--- config.mk ---
export PLATFORM = sky130hd
export DESIGN_NAME = mmp_ram
export DESIGN_NICKNAME = d
export VERILOG_FILES = /design/src/hdl/mmp_ram.sv
export SDC_FILE = /design/constraint.sdc
export NUM_CORES = 1
export LEC_CHECK = 0
export BUFFER_PORTS_ARGS = -buffer_cell sky130_fd_sc_hd__buf_4
export CAP_MARGIN = 10
export CORE_UTILIZATION = 25
export DETAILED_ROUTE_END_ITERATION = 12
export GPL_TIMING_DRIVEN = 0
export PLACE_DENSITY = 0.46
export SYNTH_ARGS = -nofsm -noshare
export SYNTH_HDL_FRONTEND = slang
export SYNTH_SLANG_ARGS = --single-unit
--- constraint.sdc ---
create_clock -name clk_i -period 4.1 [get_ports clk_i]
set_clock_uncertainty 0.2 [all_clocks]
set_input_delay 0.82 -clock clk_i [delete_from_list [all_inputs] [get_ports clk_i]]
set_output_delay 0.82 -clock clk_i [all_outputs]
set_load 0.02 [all_outputs]
--- src/hdl/mmp_ram.sv ---
// generic single-write, dual-read RAM with registered read data
// no dependencies
module mmp_ram #(
  parameter int W = 8,
  parameter int D = 16
) (
  input  logic                 clk_i,
  input  logic                 we_i,
  input  logic [$clog2(D)-1:0] waddr_i,
  input  logic [W-1:0]         wdata_i,
  input  logic [$clog2(D)-1:0] raddr_a_i,
  input  logic [$clog2(D)-1:0] raddr_b_i,
  output logic [W-1:0]         rdata_a_o,
  output logic [W-1:0]         rdata_b_o
);

  logic [W-1:0] mem_q [D];

  // write port
  always_ff @(posedge clk_i) begin
    if (we_i) begin
      mem_q[waddr_i] <= wdata_i;
    end
  end

  // two registered read ports
  always_ff @(posedge clk_i) begin
    rdata_a_o <= mem_q[raddr_a_i];
    rdata_b_o <= mem_q[raddr_b_i];
  end

endmodule

==> results_dict.tcl, run 1 <==
set metrics [dict create \
    timing.max_slew.rel_slack 0.2991 \
    arrival_ns 2.24 \
    setup_total_negative_slack_ns 0 \
    cts_tree "yes" \
    worstPathCellList "buf_4, or3b_2, nor2_1" \
    core.rowCount 57 \
    start_util 0.2579 \
    clk-insertion-delay-late_ns 0.43 \
    timing.rr.end "rdata_a_o[0]$_DFF_P_" \
    critical_path.startpoint_type "input port" \
    number_of_input_and_output_port_buffers_inserted 35 \
    place.gp.congestion 0.7539 \
    cts.path.max_buffers 2 \
    first_global_vias 3712 \
    rsz0062_at_grt "no" \
    synth.top_cells.by_area "edfxtp_1, mux4_2, mux4_1, dfxtp_1, a22oi_1" \
    area_added_between_synthesis_and_finish_pct 21.33 \
    synth_top_area_cell "edfxtp_1" \
    post-route-period-util 0.5848 \
    globalRouteTotalUtil 0.1330 \
    ir_drop_mv 0.2426 \
    status "finished clean" \
    critical_path.endpoint_type "flop" \
    synth.top_cell.area_share 0.6057 \
    worst-slew-pin-transition_ns 1.047 \
    timing.critical_path.fanout_max 8 \
    synthDistinctLibCells 20 \
    post_synth_inst_count 307 \
    route.detailed.drc 0 \
    hold_class "in2reg" \
    cts_max_level 4 \
    synth-seq-cells 144 \
    fin_crit_period_ns 2.398 \
    clk_root_buffer_cell "clkbuf_16" \
    comb_power_share 0.081 \
    max_stage_delay_ns 0.78 \
    chipHeight_um 161.3 \
    wirelength_routed_um 16320 \
    diodes 0 \
    core_footprint_um2 24600 \
    avgViaCountPerCell 4.837 \
    drt.antenna.violating_nets 0 \
    seq_area_frac_synth 0.6562 \
    max_cap_violations 0 \
    die_area_um2 26030 \
    nNetsFinal 383 \
    criticalPathCategory "in2reg" \
    dp_cells 666 \
    grt_first_pass_wirelength_um 23850 \
    ff2ff_path_depth 3 \
    cts_post_setup_buffers_inserted 0 \
    pin_count 38 \
    setup.reg_to_reg.worst_slack_ns 2.34 \
    cellInternalPower_mw 2.911 \
    seq_power_share 0.447 \
    leakagePower_nw 2.584 \
    synth.cell_area_um2 6346 \
    clk_pin_slew_ns 0.06 \
    whs_path_cells 1 \
    post_layout_nonfiller_instances 698 \
    count_of_cells_resized_by_post_cts_repair 0 \
    grt_antenna_before_repair 0 \
    final-max-slew-violation-count 0 \
    net_switching_share_of_the_total_power 0.2147 \
    cts_hold_buffers_added 0 \
    timing.rr.start "mem_q[0][0]$_DFFE_PP_" \
    fp.dieW_um 161.3 \
    slowest_stage "nor2_1" \
    fin_hold_ws_ns 0.4938 \
    tritoncts.num_buffers 17 \
    fraction_of_layout_cells_with_a_size_suffix_above_1 0.3342 \
    timing_hold_violations_final 0 \
    yosys_warnings 0 \
    grt_start_max_net_pins 17 \
    finalWorstSetupSlack_ns 1.702 \
    max_clock_freq_mhz 417.1 \
    pre_cts_slack_ns 1.186 \
    initialDrtViolationCount 339 \
    firstDrtPassIters 5 \
    gr-total-overflow 0 \
    numClockSinks 144 \
    dp_hpwl_um 11080 \
    worst_ep_required_time_ns 3.94 \
    switching_power_uw 795.8 \
    n_fill_cell 2394 \
    min_to "mem_q[3][6]$_DFFE_PP_" \
    wl_per_cell_um 23.38 \
    clockPowerShare 0.473 \
    mappedNetlistNets 329 \
    power_density_nw_per_um2 481.5 \
    setup_violations 0 \
    hold_start "wdata_i[6]" \
    vias 3376 \
    syn_avg_cell_area_um2 20.67 \
]
## per-layer routing
layer  GRT usage  part of all wire
met1      0.1702              0.42
met2      0.2094              0.49
met3     0.03467             0.062
met4     0.06432             0.027
met5           0                 0
## power groups by stage
| stage | clock network (mW) | logic, mW | registers (mW) |
|---|---|---|---|
| floorplan | 0 | 0.148 | 1.71 |
| global placement | 0 | 0.300 | 1.68 |
| detailed placement | 0 | 0.302 | 1.69 |
| CTS | 1.77 | 0.303 | 1.66 |
| global route | 1.84 | 0.320 | 1.66 |
| finish | 1.75 | 0.299 | 1.66 |
## area by class of cell
| cell class | count | area (µm²) | area share |
|---|---|---|---|
| Multi-Input combinational cell | 143 | 2029 | 0.2636 |
| Clock inverter | 15 | 240.2 | 0.03120 |
| Sequential cell | 144 | 4164 | 0.5408 |
| Clock buffer | 17 | 425.4 | 0.05525 |
| Timing Repair Buffer | 35 | 262.8 | 0.03412 |
| Buffer | 20 | 172.7 | 0.02242 |
| Tap cell | 324 | 405.4 | 0.05265 |
## per-stage QoR
| step | util | power [mW] | instance area, µm² |
|---|---|---|---|
| floorplan | - | 1.856 | 6346 |
| global placement | 0.2851 | 1.984 | 7014 |
| detailed placement | 0.2859 | 1.990 | 7034 |
| CTS | 0.3129 | 3.732 | 7700 |
| global route | 0.3129 | 3.816 | 7700 |
| finish | 0.3129 | 3.707 | 7700 |
## worst max-delay path by stage
stage,startpoint,endpoint,depth (start not counted)
final,waddr_i[2],mem_q[1][0]$_DFFE_PP_,3
after global routing,waddr_i[2],mem_q[1][3]$_DFFE_PP_,3
after CTS,waddr_i[2],mem_q[1][0]$_DFFE_PP_,3
after detailed placement,waddr_i[2],mem_q[1][3]$_DFFE_PP_,3
after global placement,waddr_i[2],mem_q[0][3]$_DFFE_PP_,3
after floorplan,waddr_i[2],mem_q[0][0]$_DFFE_PP_,2
## critical path, delay by kind of cell
family,cells,cell delay (ns)
buf+inv,1,0.12
simple gates,2,1.30
## cell usage in the layout (no fill, tap or decap), types with 14 or more instances in the layout
cell       instances
a22oi_1           32
buf_4             37
mux4_1            28
edfxtp_1         128
nand2_1           17
clkbuf_16         17
nor2_1            14
dfxtp_1           16
mux4_2            34
## logic make-up (layout without fill, tap and decap cells)
logic type / Yosys count / count (layout) / share of synthesized area
DFF: 144 / 144 / 0.6562
buffers and inverters: 20 / 87 / 0.02721
muxes: 64 / 64 / 0.2445
AOI/OAI and AO/OA: 32 / 32 / 0.03785
and+or+nand+nor: 47 / 47 / 0.03430
## flip-flops by register name (all words and copies together) (netlist names)
signal and cells:
mem_q 128, rdata_b_o 8, rdata_a_o 8
## Yosys cell counts
library cell,number
mux4_4,2
buf_6,6
clkdlybuf4s25_2,6
nand3b_1,2
nand3_1,1
and2_1,2
a22oi_1,32
buf_2,6
or3b_2,1
edfxtp_1,128
nor2_1,14
buf_4,2
nor2b_1,2
nor3_1,4
nand2b_1,2
dfxtp_1,16
nand2_1,17
and2b_1,2
mux4_1,28
mux4_2,34
Note: power is estimated with default switching activity, not from simulation.
==> run 2: changes to the inputs <==
- ABC_AREA: not set -> 1
- PLACE_DENSITY: 0.46 -> 0.47
- clock period: 4.1 -> 2 ns (I/O delays scaled with it)
==> run 2 against run 1 <==
Compared with the run above: final cell count rose by 86%; worst hold slack got worse by 0.38 ns; largest power group is now sequential cells; synthesized cell count rose to 2.8 times the previous value; critical endpoint is now mem_q[10][5]$_DFFE_PP_; largest cell class unchanged; highest routed layer unchanged.
==> results_dict.tcl, run 2 <==
set metrics [dict create \
    status "finished clean" \
    timing.critical_path.fanout_max 8 \
    dp_hpwl_um 17920 \
    grt_start_max_net_pins 17 \
    setup_violations 0 \
    post_synth_inst_count 851 \
    post_synth_most_frequent_cells "nand2_1, nand3_1, inv_1" \
    critical_path.endpoint_type "flop" \
    synth_top_area_cell "edfxtp_1" \
    top_registers "mem_q (128), rdata_a_o (8), rdata_b_o (8)" \
    largest_register_ffs 128 \
    place.gp.congestion 0.9076 \
    timing.max_slew.rel_slack 0.2100 \
    grt_antenna_before_repair 0 \
    critical_path.startpoint_type "input port" \
    synth.top_cells.by_area "edfxtp_1, nand3_1, nand2_1, inv_1, dfxtp_1" \
    ys.flop_type "edfxtp_1" \
    rsz0062_at_grt "no" \
    globalRouteTotalUtil 0.1859 \
    initialDrtViolationCount 729 \
    timing_hold_violations_final 0 \
    synth_edf_count 128 \
    clk_pin_slew_ns 0.07 \
    cts_hold_buffers_added 0 \
    hold_class "in2reg" \
    yosys_warnings 0 \
    route.detailed.drc 0 \
    power_density_nw_per_um2 866.2 \
    seq_area_frac_synth 0.5736 \
    post-route-period-util 0.9545 \
    synthDistinctLibCells 13 \
    cts_max_level 4 \
    worst_ep_required_time_ns 1.84 \
    max_clock_freq_mhz 523.8 \
    nNetsFinal 923 \
    n_fill_cell 3053 \
    synth.cell_area_um2 7259 \
    final-max-slew-violation-count 0 \
    clk_root_buffer_cell "clkbuf_16" \
    clk-insertion-delay-late_ns 0.44 \
    count_of_cells_resized_by_post_cts_repair 0 \
    leakagePower_nw 3.773 \
    mappedNetlistNets 873 \
    area_added_between_synthesis_and_finish_pct 17.67 \
    number_of_input_and_output_port_buffers_inserted 31 \
    cts_post_setup_buffers_inserted 0 \
    chipHeight_um 172.4 \
    worst-slew-pin-transition_ns 1.181 \
    tritoncts.num_buffers 17 \
    grt_first_pass_wirelength_um 38540 \
    core.rowCount 62 \
    fraction_of_layout_cells_with_a_size_suffix_above_1 0.1182 \
    start_util 0.2536 \
    ir_drop_mv 0.5313 \
    firstDrtPassIters 5 \
    wirelength_routed_um 26630 \
    criticalPathCategory "in2reg" \
    fp.dieW_um 172.4 \
    diodes 0 \
    core_footprint_um2 28630 \
    setup_total_negative_slack_ns 0 \
    syn_avg_cell_area_um2 8.531 \
    die_area_um2 29720 \
    avgViaCountPerCell 4.803 \
    cts.path.max_buffers 2 \
    vias 6234 \
    top_register "mem_q" \
    max_cap_violations 0 \
    synth.most_common_cell "nand2_1" \
    cts_tree "yes" \
    post_layout_nonfiller_instances 1298 \
    layout_commonest_cell "nand2_1" \
    numClockSinks 144 \
    synth-seq-cells 144 \
    drt.antenna.violating_nets 0 \
    pin_count 38 \
    leading_cell_types_in_the_layout_fill_and_taps_excluded "nand2_1, nand3_1, inv_1" \
    synth.top_cell.area_share 0.5295 \
    dp_cells 1266 \
    wl_per_cell_um 20.52 \
    gr-total-overflow 0 \
    fin_crit_period_ns 1.909 \
    arrival_ns 1.75 \
    async_reset_ff_frac 0 \
    first_global_vias 5854 \
]
==> run 2: worst paths after layout <==
kind	endpoint	cells past startpoint	slack, ns	startpoint
setup / recovery	mem_q[10][5]$_DFFE_PP_	3	0.09	waddr_i[2]
hold / removal	mem_q[3][6]$_DFFE_PP_	1	0.12	wdata_i[6]
setup reg to reg	rdata_b_o[2]$_DFF_P_	6	0.64	mem_q[0][2]$_DFFE_PP_
hold reg to reg	rdata_a_o[1]$_DFF_P_	6	0.50	mem_q[8][1]$_DFFE_PP_
==> run 2: critical path, cell delays in order <==
cell	delay, ns
buf_4	0.12
nand3b_1	0.28
nor2_1	0.95
==> run 2: area by class of cell <==
cell class | count | area, µm² | area share
Multi-Input combinational cell | 521 | 2245 | 0.2628
Clock inverter | 11 | 118.9 | 0.01392
Inverter | 138 | 518.0 | 0.06064
Tap cell | 384 | 480.5 | 0.05625
Buffer | 48 | 332.8 | 0.03896
Clock buffer | 21 | 450.4 | 0.05273
Timing Repair Buffer | 31 | 232.7 | 0.02724
Sequential cell | 144 | 4164 | 0.4875
==> run 2: power breakdown <==
part | switching (mW) | internal (mW) | leakage (nW)
sequential | 0.0209 | 3.36 | 1.29
combinational | 0.615 | 0.257 | 2.21
clock | 1.28 | 1.86 | 0.269
total | 1.92 | 5.48 | 3.77
==> run 2: routing by layer <==
| metal | up-vias | track usage | part of all wire |
|---|---|---|---|
| met5 | - | 0 | 0 |
| met4 | 0 | 0.06772 | 0.030 |
| met3 | 61 | 0.03456 | 0.091 |
| met2 | 368 | 0.2914 | 0.45 |
| met1 | 2967 | 0.2541 | 0.43 |
| li1 | 2838 | - | - |
==> run 2: stage by stage <==
step	area, µm²	hold slack (ns)	total power [mW]	utilization	setup WS [ns]
finish	8542	0.1172	7.399	0.2984	0.09099
global route	8542	0.1337	7.613	0.2984	0.07992
CTS	8542	0.1109	7.403	0.2984	0.1574
detailed placement	7973	0.4977	4.300	0.2785	-0.3378
global placement	7973	0.5028	4.299	0.2785	-0.3152
floorplan	7259	0.2989	3.918	-	0.4492
==> run 2: cells by family (layout without fill, tap and decap cells) <==
group | count (synthesis) | after routing | share of synthesized area
flops | 144 | 144 | 0.5736
buf+inv | 186 | 249 | 0.1172
simple gates | 521 | 521 | 0.3092
