--- src/hdl/mmp_pkg.sv ---
// shared types, constants and helpers of the modular matrix power unit
// used by modular_matrix_power_unit and mmp_div
package mmp_pkg;

  localparam int MAX_DIM    = 64;
  localparam int MOD_BITS   = 17;
  localparam int ELEM_W     = 31;
  localparam int DIM_BITS   = $clog2(MAX_DIM);
  localparam int SIZE_W     = $clog2(MAX_DIM + 1);
  localparam int CNT_W      = $clog2(MAX_DIM * MAX_DIM + 1);
  localparam int ADDR_W     = 2 * DIM_BITS;
  localparam int CELLS      = MAX_DIM * MAX_DIM;
  localparam int PROD_W     = 2 * MOD_BITS;
  localparam int XW_A       = (PROD_W > ELEM_W) ? PROD_W : ELEM_W;
  localparam int XW         = (XW_A > CNT_W) ? XW_A : CNT_W;
  localparam int CFG_IDX_W  = 3;
  localparam int CFG_DATA_W = 32;

  // register indexes of the configuration port
  localparam logic [CFG_IDX_W-1:0] REG_SIZE     = 3'd0;
  localparam logic [CFG_IDX_W-1:0] REG_MODULUS  = 3'd1;
  localparam logic [CFG_IDX_W-1:0] REG_EXPONENT = 3'd2;
  localparam logic [CFG_IDX_W-1:0] REG_ROW_PICK = 3'd3;
  localparam logic [CFG_IDX_W-1:0] REG_COL_PICK = 3'd4;

  localparam logic [MOD_BITS-1:0] MODULUS_RST = MOD_BITS'(100007);

  // request to the shared divider
  typedef struct packed {
    logic                start;
    logic [XW-1:0]       num;
    logic [MOD_BITS-1:0] den;
  } div_req_t;

  // divider result, valid while done is high
  typedef struct packed {
    logic                done;
    logic [MOD_BITS-1:0] rem;
    logic [XW-1:0]       quo;
  } div_rsp_t;

  // store address of row r, column c with a fixed row stride
  function automatic logic [ADDR_W-1:0] mk_addr(logic [DIM_BITS-1:0] r,
                                                logic [DIM_BITS-1:0] c);
    return {r, c};
  endfunction

endpackage

--- src/hdl/mmp_div.sv ---
// shared restoring divider, one quotient bit per cycle
// depends on mmp_pkg
module mmp_div
  import mmp_pkg::*;
(
  input  logic     clk_i,
  input  logic     rst_ni,
  input  div_req_t req_i,
  output div_rsp_t rsp_o
);

  localparam int STEP_W = $clog2(XW + 1);

  logic                busy_q, busy_d;
  logic                done_q, done_d;
  logic [STEP_W-1:0]   cnt_q, cnt_d;
  logic [XW-1:0]       num_q, num_d;
  logic [MOD_BITS-1:0] rem_q, rem_d;
  logic [MOD_BITS-1:0] den_q, den_d;
  logic [MOD_BITS:0]   trial;
  logic [MOD_BITS:0]   diff;
  logic                ge;

  // one restoring step
  assign trial = {rem_q, num_q[XW-1]};
  assign ge    = trial >= {1'b0, den_q};
  assign diff  = trial - {1'b0, den_q};

  always_comb begin
    busy_d = busy_q;
    done_d = 1'b0;
    cnt_d  = cnt_q;
    num_d  = num_q;
    rem_d  = rem_q;
    den_d  = den_q;
    if (req_i.start) begin
      busy_d = 1'b1;
      cnt_d  = STEP_W'(XW);
      num_d  = req_i.num;
      rem_d  = '0;
      den_d  = req_i.den;
    end else if (busy_q) begin
      num_d = {num_q[XW-2:0], ge};
      rem_d = ge ? diff[MOD_BITS-1:0] : trial[MOD_BITS-1:0];
      cnt_d = cnt_q - STEP_W'(1);
      if (cnt_q == STEP_W'(1)) begin
        busy_d = 1'b0;
        done_d = 1'b1;
      end
    end
  end

  // control state
  always_ff @(posedge clk_i or negedge rst_ni) begin
    if (!rst_ni) begin
      busy_q <= 1'b0;
      done_q <= 1'b0;
      cnt_q  <= '0;
    end else begin
      busy_q <= busy_d;
      done_q <= done_d;
      cnt_q  <= cnt_d;
    end
  end

  // datapath
  always_ff @(posedge clk_i) begin
    num_q <= num_d;
    rem_q <= rem_d;
    den_q <= den_d;
  end

  assign rsp_o.done = done_q;
  assign rsp_o.rem  = rem_q;
  assign rsp_o.quo  = num_q;

  // a new request never lands on a running division
  a_no_restart: assert property (@(posedge clk_i) disable iff (!rst_ni)
    req_i.start |-> !busy_q)
    else $error("divider restarted while busy");

  // a finished division has run all its steps
  a_done_after_steps: assert property (@(posedge clk_i) disable iff (!rst_ni)
    done_q |-> (cnt_q == '0) && !busy_q)
    else $error("divider done early");

  // a zero divisor never reaches the divider
  a_den_nonzero: assert property (@(posedge clk_i) disable iff (!rst_ni)
    req_i.start |-> (req_i.den != '0))
    else $error("divide by zero requested");

endmodule
--- config.mk ---
export PLATFORM = sky130hd
export DESIGN_NAME = mmp_div
export DESIGN_NICKNAME = d
export VERILOG_FILES = /design/src/hdl/mmp_pkg.sv /design/src/hdl/mmp_div.sv
export SDC_FILE = /design/constraint.sdc
export NUM_CORES = 1
export LEC_CHECK = 0
export BUFFER_PORTS_ARGS = -buffer_cell sky130_fd_sc_hd__buf_2
export CAP_MARGIN = 0
export CORE_ASPECT_RATIO = 0.9
export CORE_MARGIN = 4
export CORE_UTILIZATION = 48
export DETAILED_ROUTE_END_ITERATION = 10
export GPL_TIMING_DRIVEN = 0
export PLACE_DENSITY = 0.78
export RECOVER_POWER = 25
export SLEW_MARGIN = 20
export SYNTH_ARGS = -nofsm -noshare
export SYNTH_HDL_FRONTEND = slang
export SYNTH_SLANG_ARGS = --single-unit
--- constraint.sdc ---
create_clock -name clk_i -period 2.2 [get_ports clk_i]
set_input_delay 0.11 -clock clk_i [delete_from_list [all_inputs] [get_ports clk_i]]
set_output_delay 0.11 -clock clk_i [all_outputs]
set_load 0.03 [all_outputs]
==> flow_summary.ini, run 1 <==
[finish]
area_delta_synth_final_pct = 30.7
antenna_cells = 0
final_util = 0.660
layout_common_cells = buf_2, edfxtp_1, mux2_2, inv_1, nor2_1
final_common_cell = buf_2
layout-drive-gt1-share = 0.412
nets = 581

[synth]
synth_seq_cells = 76
yosys_warnings = 0
postSynthCellCount = 360
avgSynthCellArea_um2 = 11.5
yosysSeqAreaShare = 0.499
syn-num-nets = 434
synth_top_family_by_area = compound AO/OA/AOI/OAI gates
synthAdderAreaFrac = 0.0621
async_reset_ff_frac = 0.105
synth_compound_area_frac = 0.138
synthMuxAreaShare = 0.0995
syn_area_um2 = 4150
synth_edf_count = 51
synthFlopType = edfxtp_1
ys_types = 60
synth-simple-area-share = 0.123
synth_xor_xnor_area_share = 0.0316

[critical_path]
arrival_ns = 2.76
r2r_cells = 13
cp-start-kind = register
worstSetupPathType = register to register
cp_cell_sequence = inv_1, ha_2, inv_2, fa_2, a21oi_4, o2111ai_4, a21oi_4, o21a_4, buf_8, buf_4, buf_4, nand3_1, nand3_1
slowest_delay_ns = 0.40
endpoint_kind = register
cpMaxStageDelayCell = edfxtp_1
worst_ep_required_time_ns = 2.50
crit_fanout = 8

[global_routing]
antenna_found_initial = 0
grt-ovfl-total = 0
grt_pass1_vias = 3333
grt.total_usage = 0.200
grt_max_degree = 36
grt_pass1_wl_um = 16000

[route]
drt_iter0_markers = 201
routed_via_density = 5.25
postRouteAntennaNets = 0
drtPass1Iterations = 4
vias = 3290
drt-wirelength-per-cell_um = 16.3
drc = 0
wirelength_um = 10200

[floorplanning]
dieArea_um2 = 10200
io-pin-count = 106
start_util = 0.505
num_rows = 31
die_x_um = 106
die_h_um = 96.2
core_area_um2 = 8220

[power_and_ir_drop]
total_power_uw = 5300
p_leak_uw = 0.00241
ir_drop_v = 0.000511
p_per_area_nw_per_um2 = 977

[sta]
worst_slew_pin_slew_ns = 1.02
finalSetupViolations = 18
min_period_ns = 2.46
setup_ws_ns = -0.261
max_freq_ghz = 0.406
min_period_over_period = 1.12
maxSlewHeadroom = 0.319
hold_viol = 0
drv_slew = 0
whs_ns = 0.0460
skew_ns = 0.0155
rsz0062_at_grt = true

[run_status]
violations = setup timing
status = finished, violations left

[placed_design]
place.gp.congestion = 0.924
hpwl_um = 7230
dp_slack_ns = -0.417
portBuffers = 105

[hold_path]
hold_path_class = input pin to register
min_delay_path_depth = 2

[clocking]
htreeDepth = 3
cts_root_buf = clkbuf_8
cts_tree = done
clock_latency_ns = 0.36
cts.sinks = 76
clockBufferDepth = 2
clkTransAtPathRegs_ns = 0.09
cts_buffers = 9

[run]
cap_viol_max_count = 0
==> registers in the layout, indices dropped and copies added, names as in the netlist <==
signal / count
den_q: 17
num_q: 34
busy_q: 1
cnt_q: 6
done_q: 1
rem_q: 17
==> layout make-up <==
| cell class | instances | area [um^2] |
|---|---|---|
| Timing Repair Buffer | 136 | 828 |
| Clock inverter | 7 | 82.6 |
| Inverter | 28 | 105 |
| Sequential cell | 76 | 2070 |
| Buffer | 16 | 95.1 |
| Tap cell | 115 | 144 |
| Multi-Input combinational cell | 240 | 1980 |
| Fill cell | 652 | 2800 |
| Clock buffer | 9 | 124 |
==> power breakdown <==
part           switching [uW]  internal, uW  total, uW  leakage (uW)
logic                    1310           953       2260       0.00155
clock network             580           541       1120     0.0000984
registers                 179          1740       1920      0.000762
total                    2070          3240       5300       0.00241
==> per-stage QoR <==
step	TNS [ns]	instances	instance area, um^2
final	-3.36	627	5430
after global routing	-7.11	627	5430
after CTS	-2.54	624	5370
after detailed placement	-4.90	580	4830
after global placement	-17.18	580	4830
after floorplan	-2.91	360	4160
==> cells by family after synthesis <==
| logic type | after synthesis |
|---|---|
| flops | 76 |
| compound gates | 66 |
| buf+inv | 44 |
| mux | 37 |
| fa+ha+maj | 20 |
| xor+xnor | 15 |
| simple gates | 102 |
==> what timing repair did <==
action | CTS | global route
hold buffers | 18 | 0
pin swaps | 14 | 14
endpoints found under the hold margin | 25 | 0
gates resized for setup | 16 | 8
setup buffers | 10 | 3
setup endpoints to repair | 18 | 52
==> Yosys cell counts (2+ instances only) <==
library cell,number,area share
a211o_1,4,0.0084
a211oi_1,3,0.0054
a21o_1,5,0.0090
a21oi_1,11,0.013
a21oi_2,4,0.0084
a311oi_1,4,0.0084
a311oi_2,6,0.022
a31o_2,2,0.0042
a32o_1,2,0.0048
a32oi_1,2,0.0042
and2_1,4,0.0060
and3_1,4,0.0060
and4_1,3,0.0063
buf_1,2,0.0018
buf_4,2,0.0036
buf_6,3,0.0081
clkbuf_1,8,0.0072
dfrtp_1,8,0.048
dfxtp_1,17,0.082
edfxtp_1,51,0.37
ha_1,19,0.057
inv_1,28,0.025
mux2_2,34,0.092
mux2i_1,3,0.0072
nand2_1,26,0.024
nand2_2,3,0.0045
nand2b_1,6,0.0090
nand3_1,15,0.018
nor2_1,25,0.023
nor3_1,7,0.0084
o211ai_1,4,0.0072
o21ai_0,4,0.0048
xnor2_1,8,0.017
xor2_1,7,0.015
==> layer usage <==
layer	share of wire	global-route usage	wire [um]	vias up
li1	-	-	-	1615
met1	0.42	0.240	4320	1561
met2	0.51	0.359	5180	101
met3	0.055	0.0537	565	13
met4	0.015	0.0561	149	0
met5	0	0	0	-
==> path summary, 6_finish.rpt <==
check                                from         to  slack (ns)
worst max-delay path            num_q[33]   rem_q[3]       -0.26
worst max register to register  num_q[33]   rem_q[3]       -0.26
worst min register to register  rem_q[12]  rem_q[12]        0.53
worst min-delay path            req_i[36]  num_q[19]        0.05
max in group asynchronous          rst_ni   cnt_q[4]        1.68
min in group asynchronous          rst_ni   cnt_q[1]        0.21
==> worst max-delay path: cells and delay by family (launching register included) <==
family                   cells  cell delay (ns)
buffers and inverters        5             0.48
flip-flops                   1             0.40
AO/OA/AOI/OAI                4             0.82
AND/OR/NAND/NOR              2             0.16
adder cells (fa/ha/maj)      2             0.54
(Power assumes the default switching activity.)
==> inputs of run 2 (changes only) <==
--- a/config.mk
+++ b/config.mk
@@ -8,7 +8,6 @@
 export BUFFER_PORTS_ARGS = -buffer_cell sky130_fd_sc_hd__buf_2
 export CAP_MARGIN = 0
 export CORE_ASPECT_RATIO = 0.9
-export CORE_MARGIN = 4
 export CORE_UTILIZATION = 48
 export DETAILED_ROUTE_END_ITERATION = 10
 export GPL_TIMING_DRIVEN = 0
==> flow_summary.ini, run 2 (synthesized netlist as in run 1, its figures left out) <==
[run_status]
status = finished, violations left
violations = setup timing

[sta]
tns_ns = -2.34
worst_slew_pin_slew_ns = 1.04
setup_ws_ns = -0.214
maxSlewHeadroom = 0.306
min_period_ns = 2.41
min_period_over_period = 1.10
max_freq_ghz = 0.414
hold_viol = 0
rsz0062_at_grt = true
finalSetupViolations = 18
drv_slew = 0
skew_ns = 0.0101

[clocking]
clock_latency_ns = 0.36
htreeDepth = 3
cts_tree = done
clkTransAtPathRegs_ns = 0.09
cts_root_buf = clkbuf_8
cts.sinks = 76
cts_buffers = 9
clockBufferDepth = 2

[critical_path]
worst_ep_required_time_ns = 2.48
worstSetupPathType = register to register
arrival_ns = 2.69
r2r_cells = 11
cp-start-kind = register
crit_top_cell = a21oi_4
endpoint_kind = register
cp_cell_sequence = inv_1, ha_2, inv_2, fa_2, a21oi_4, o2111ai_4, a21oi_4, o21a_4, buf_8, nand2_2, a311oi_2
cpMaxStageDelayCell = edfxtp_1
slowest_delay_ns = 0.40
crit_fanout = 10
timing.rr.end = rem_q[14]
r2r_start = num_q[33]
rrSetupSlack_ns = -0.21

[finish]
fin_area_um2 = 5430
final_common_cell = buf_2
nets = 582
nFillCells = 645
layout-drive-gt1-share = 0.415
reg_top3 = num_q (34), den_q (17), rem_q (17)
largest_reg_flops = 34
layout_common_cells = buf_2, edfxtp_1, mux2_2, inv_1
antenna_cells = 0
area_delta_synth_final_pct = 30.9
largest-register = num_q

[placed_design]
postPlaceCellArea_um2 = 4830
place.gp.congestion = 0.906
portBuffers = 105
hpwl_um = 6730
dp_slack_ns = -0.415

[floorplanning]
die_x_um = 100
start_util = 0.505
dieArea_um2 = 9030
die_h_um = 90.2
io-pin-count = 106
num_rows = 31
core_area_um2 = 8220

[power_and_ir_drop]
ir_drop_v = 0.000597
power_switching_uw = 2100
combPwrFrac = 0.436
p_per_area_nw_per_um2 = 965
total_power_uw = 5240
p_seq_frac = 0.366
clkPwrFrac = 0.198
sw_frac_of_total = 0.402
p_leak_uw = 0.00242
p_int_uw = 3140

[hold_path]
hold_path_end = num_q[16]
worst_hold_startpoint = req_i[33]
min_delay_path_depth = 2
hold_path_class = input pin to register

[route]
drt-wirelength-per-cell_um = 15.8
routed_via_density = 5.42
drt_iter0_markers = 176
vias = 3403
postRouteAntennaNets = 0
drc = 0
drtPass1Iterations = 6
wirelength_um = 9890

[run]
cap_viol_max_count = 0

[global_routing]
grt-ovfl-total = 0
grt.total_usage = 0.221
grt_pass1_vias = 3195
antenna_found_initial = 0
grt_pass1_wl_um = 15500
grt_max_degree = 36
-- run 2: per-layer routing --
metal  wire length (um)  track usage
met1               4040        0.280
met2               4950        0.374
met3                692       0.0591
met4                209       0.0592
met5                  0            0
-- run 2: stage by stage --
stage | util | std cells | hold slack, ns
2_1_floorplan | - | 360 | -0.186
3_3_place_gp | 0.587 | 580 | -0.0411
3_5_place_dp | 0.587 | 580 | -0.0351
4_1_cts | 0.655 | 626 | 0.0226
5_1_grt | 0.661 | 628 | 0.0177
6_report | 0.661 | 628 | 0.0371
-- run 2: how the worst max path moves through the flow --
stage,startpoint,to,slack (ns),cells past startpoint
global route,num_q[33],rem_q[8],-0.28,11
global placement,num_q[33],num_q[0],-0.38,10
floorplan,num_q[33],num_q[0],-0.33,10
detailed placement,num_q[33],num_q[0],-0.41,10
CTS,num_q[33],rem_q[4],-0.18,11
finish,num_q[33],rem_q[14],-0.21,11
-- run 2: critical path: cells and delay by family, from the launching register on --
kind	cells	cell delay, ns
buf+inv	3	0.26
fa+ha+maj	2	0.54
compound gates	5	1.05
flops	1	0.40
simple gates	1	0.07
-- run 2: power by group through the flow --
stage	Sequential (uW)	Combinational [uW]	Clock (uW)
final	1920	2280	1040
after global routing	1950	2440	1110
after CTS	1920	2170	1060
after detailed placement	1950	1890	0
after global placement	1940	1850	0
after floorplan	2220	1130	0
-- run 2: area by class of cell --
| type | count | area (um^2) | share of cell area |
|---|---|---|---|
| timing repair buffer | 137 | 832 | 0.153 |
| tap | 115 | 144 | 0.0265 |
| clock buffer | 9 | 124 | 0.0228 |
| inverter | 28 | 105 | 0.0193 |
| multi-input combinational | 240 | 2000 | 0.368 |
| sequential | 76 | 2070 | 0.381 |
| buffer | 16 | 95.1 | 0.0175 |
| clock inverter | 7 | 62.6 | 0.0115 |
-- run 2: what timing repair did --
action | in CTS | in global routing
hold endpoints to repair | 25 | 0
gates resized for setup | 17 | 8
setup buffers | 12 | 2
hold buffers | 18 | 0
pin swaps | 11 | 11
setup endpoints to repair | 18 | 18
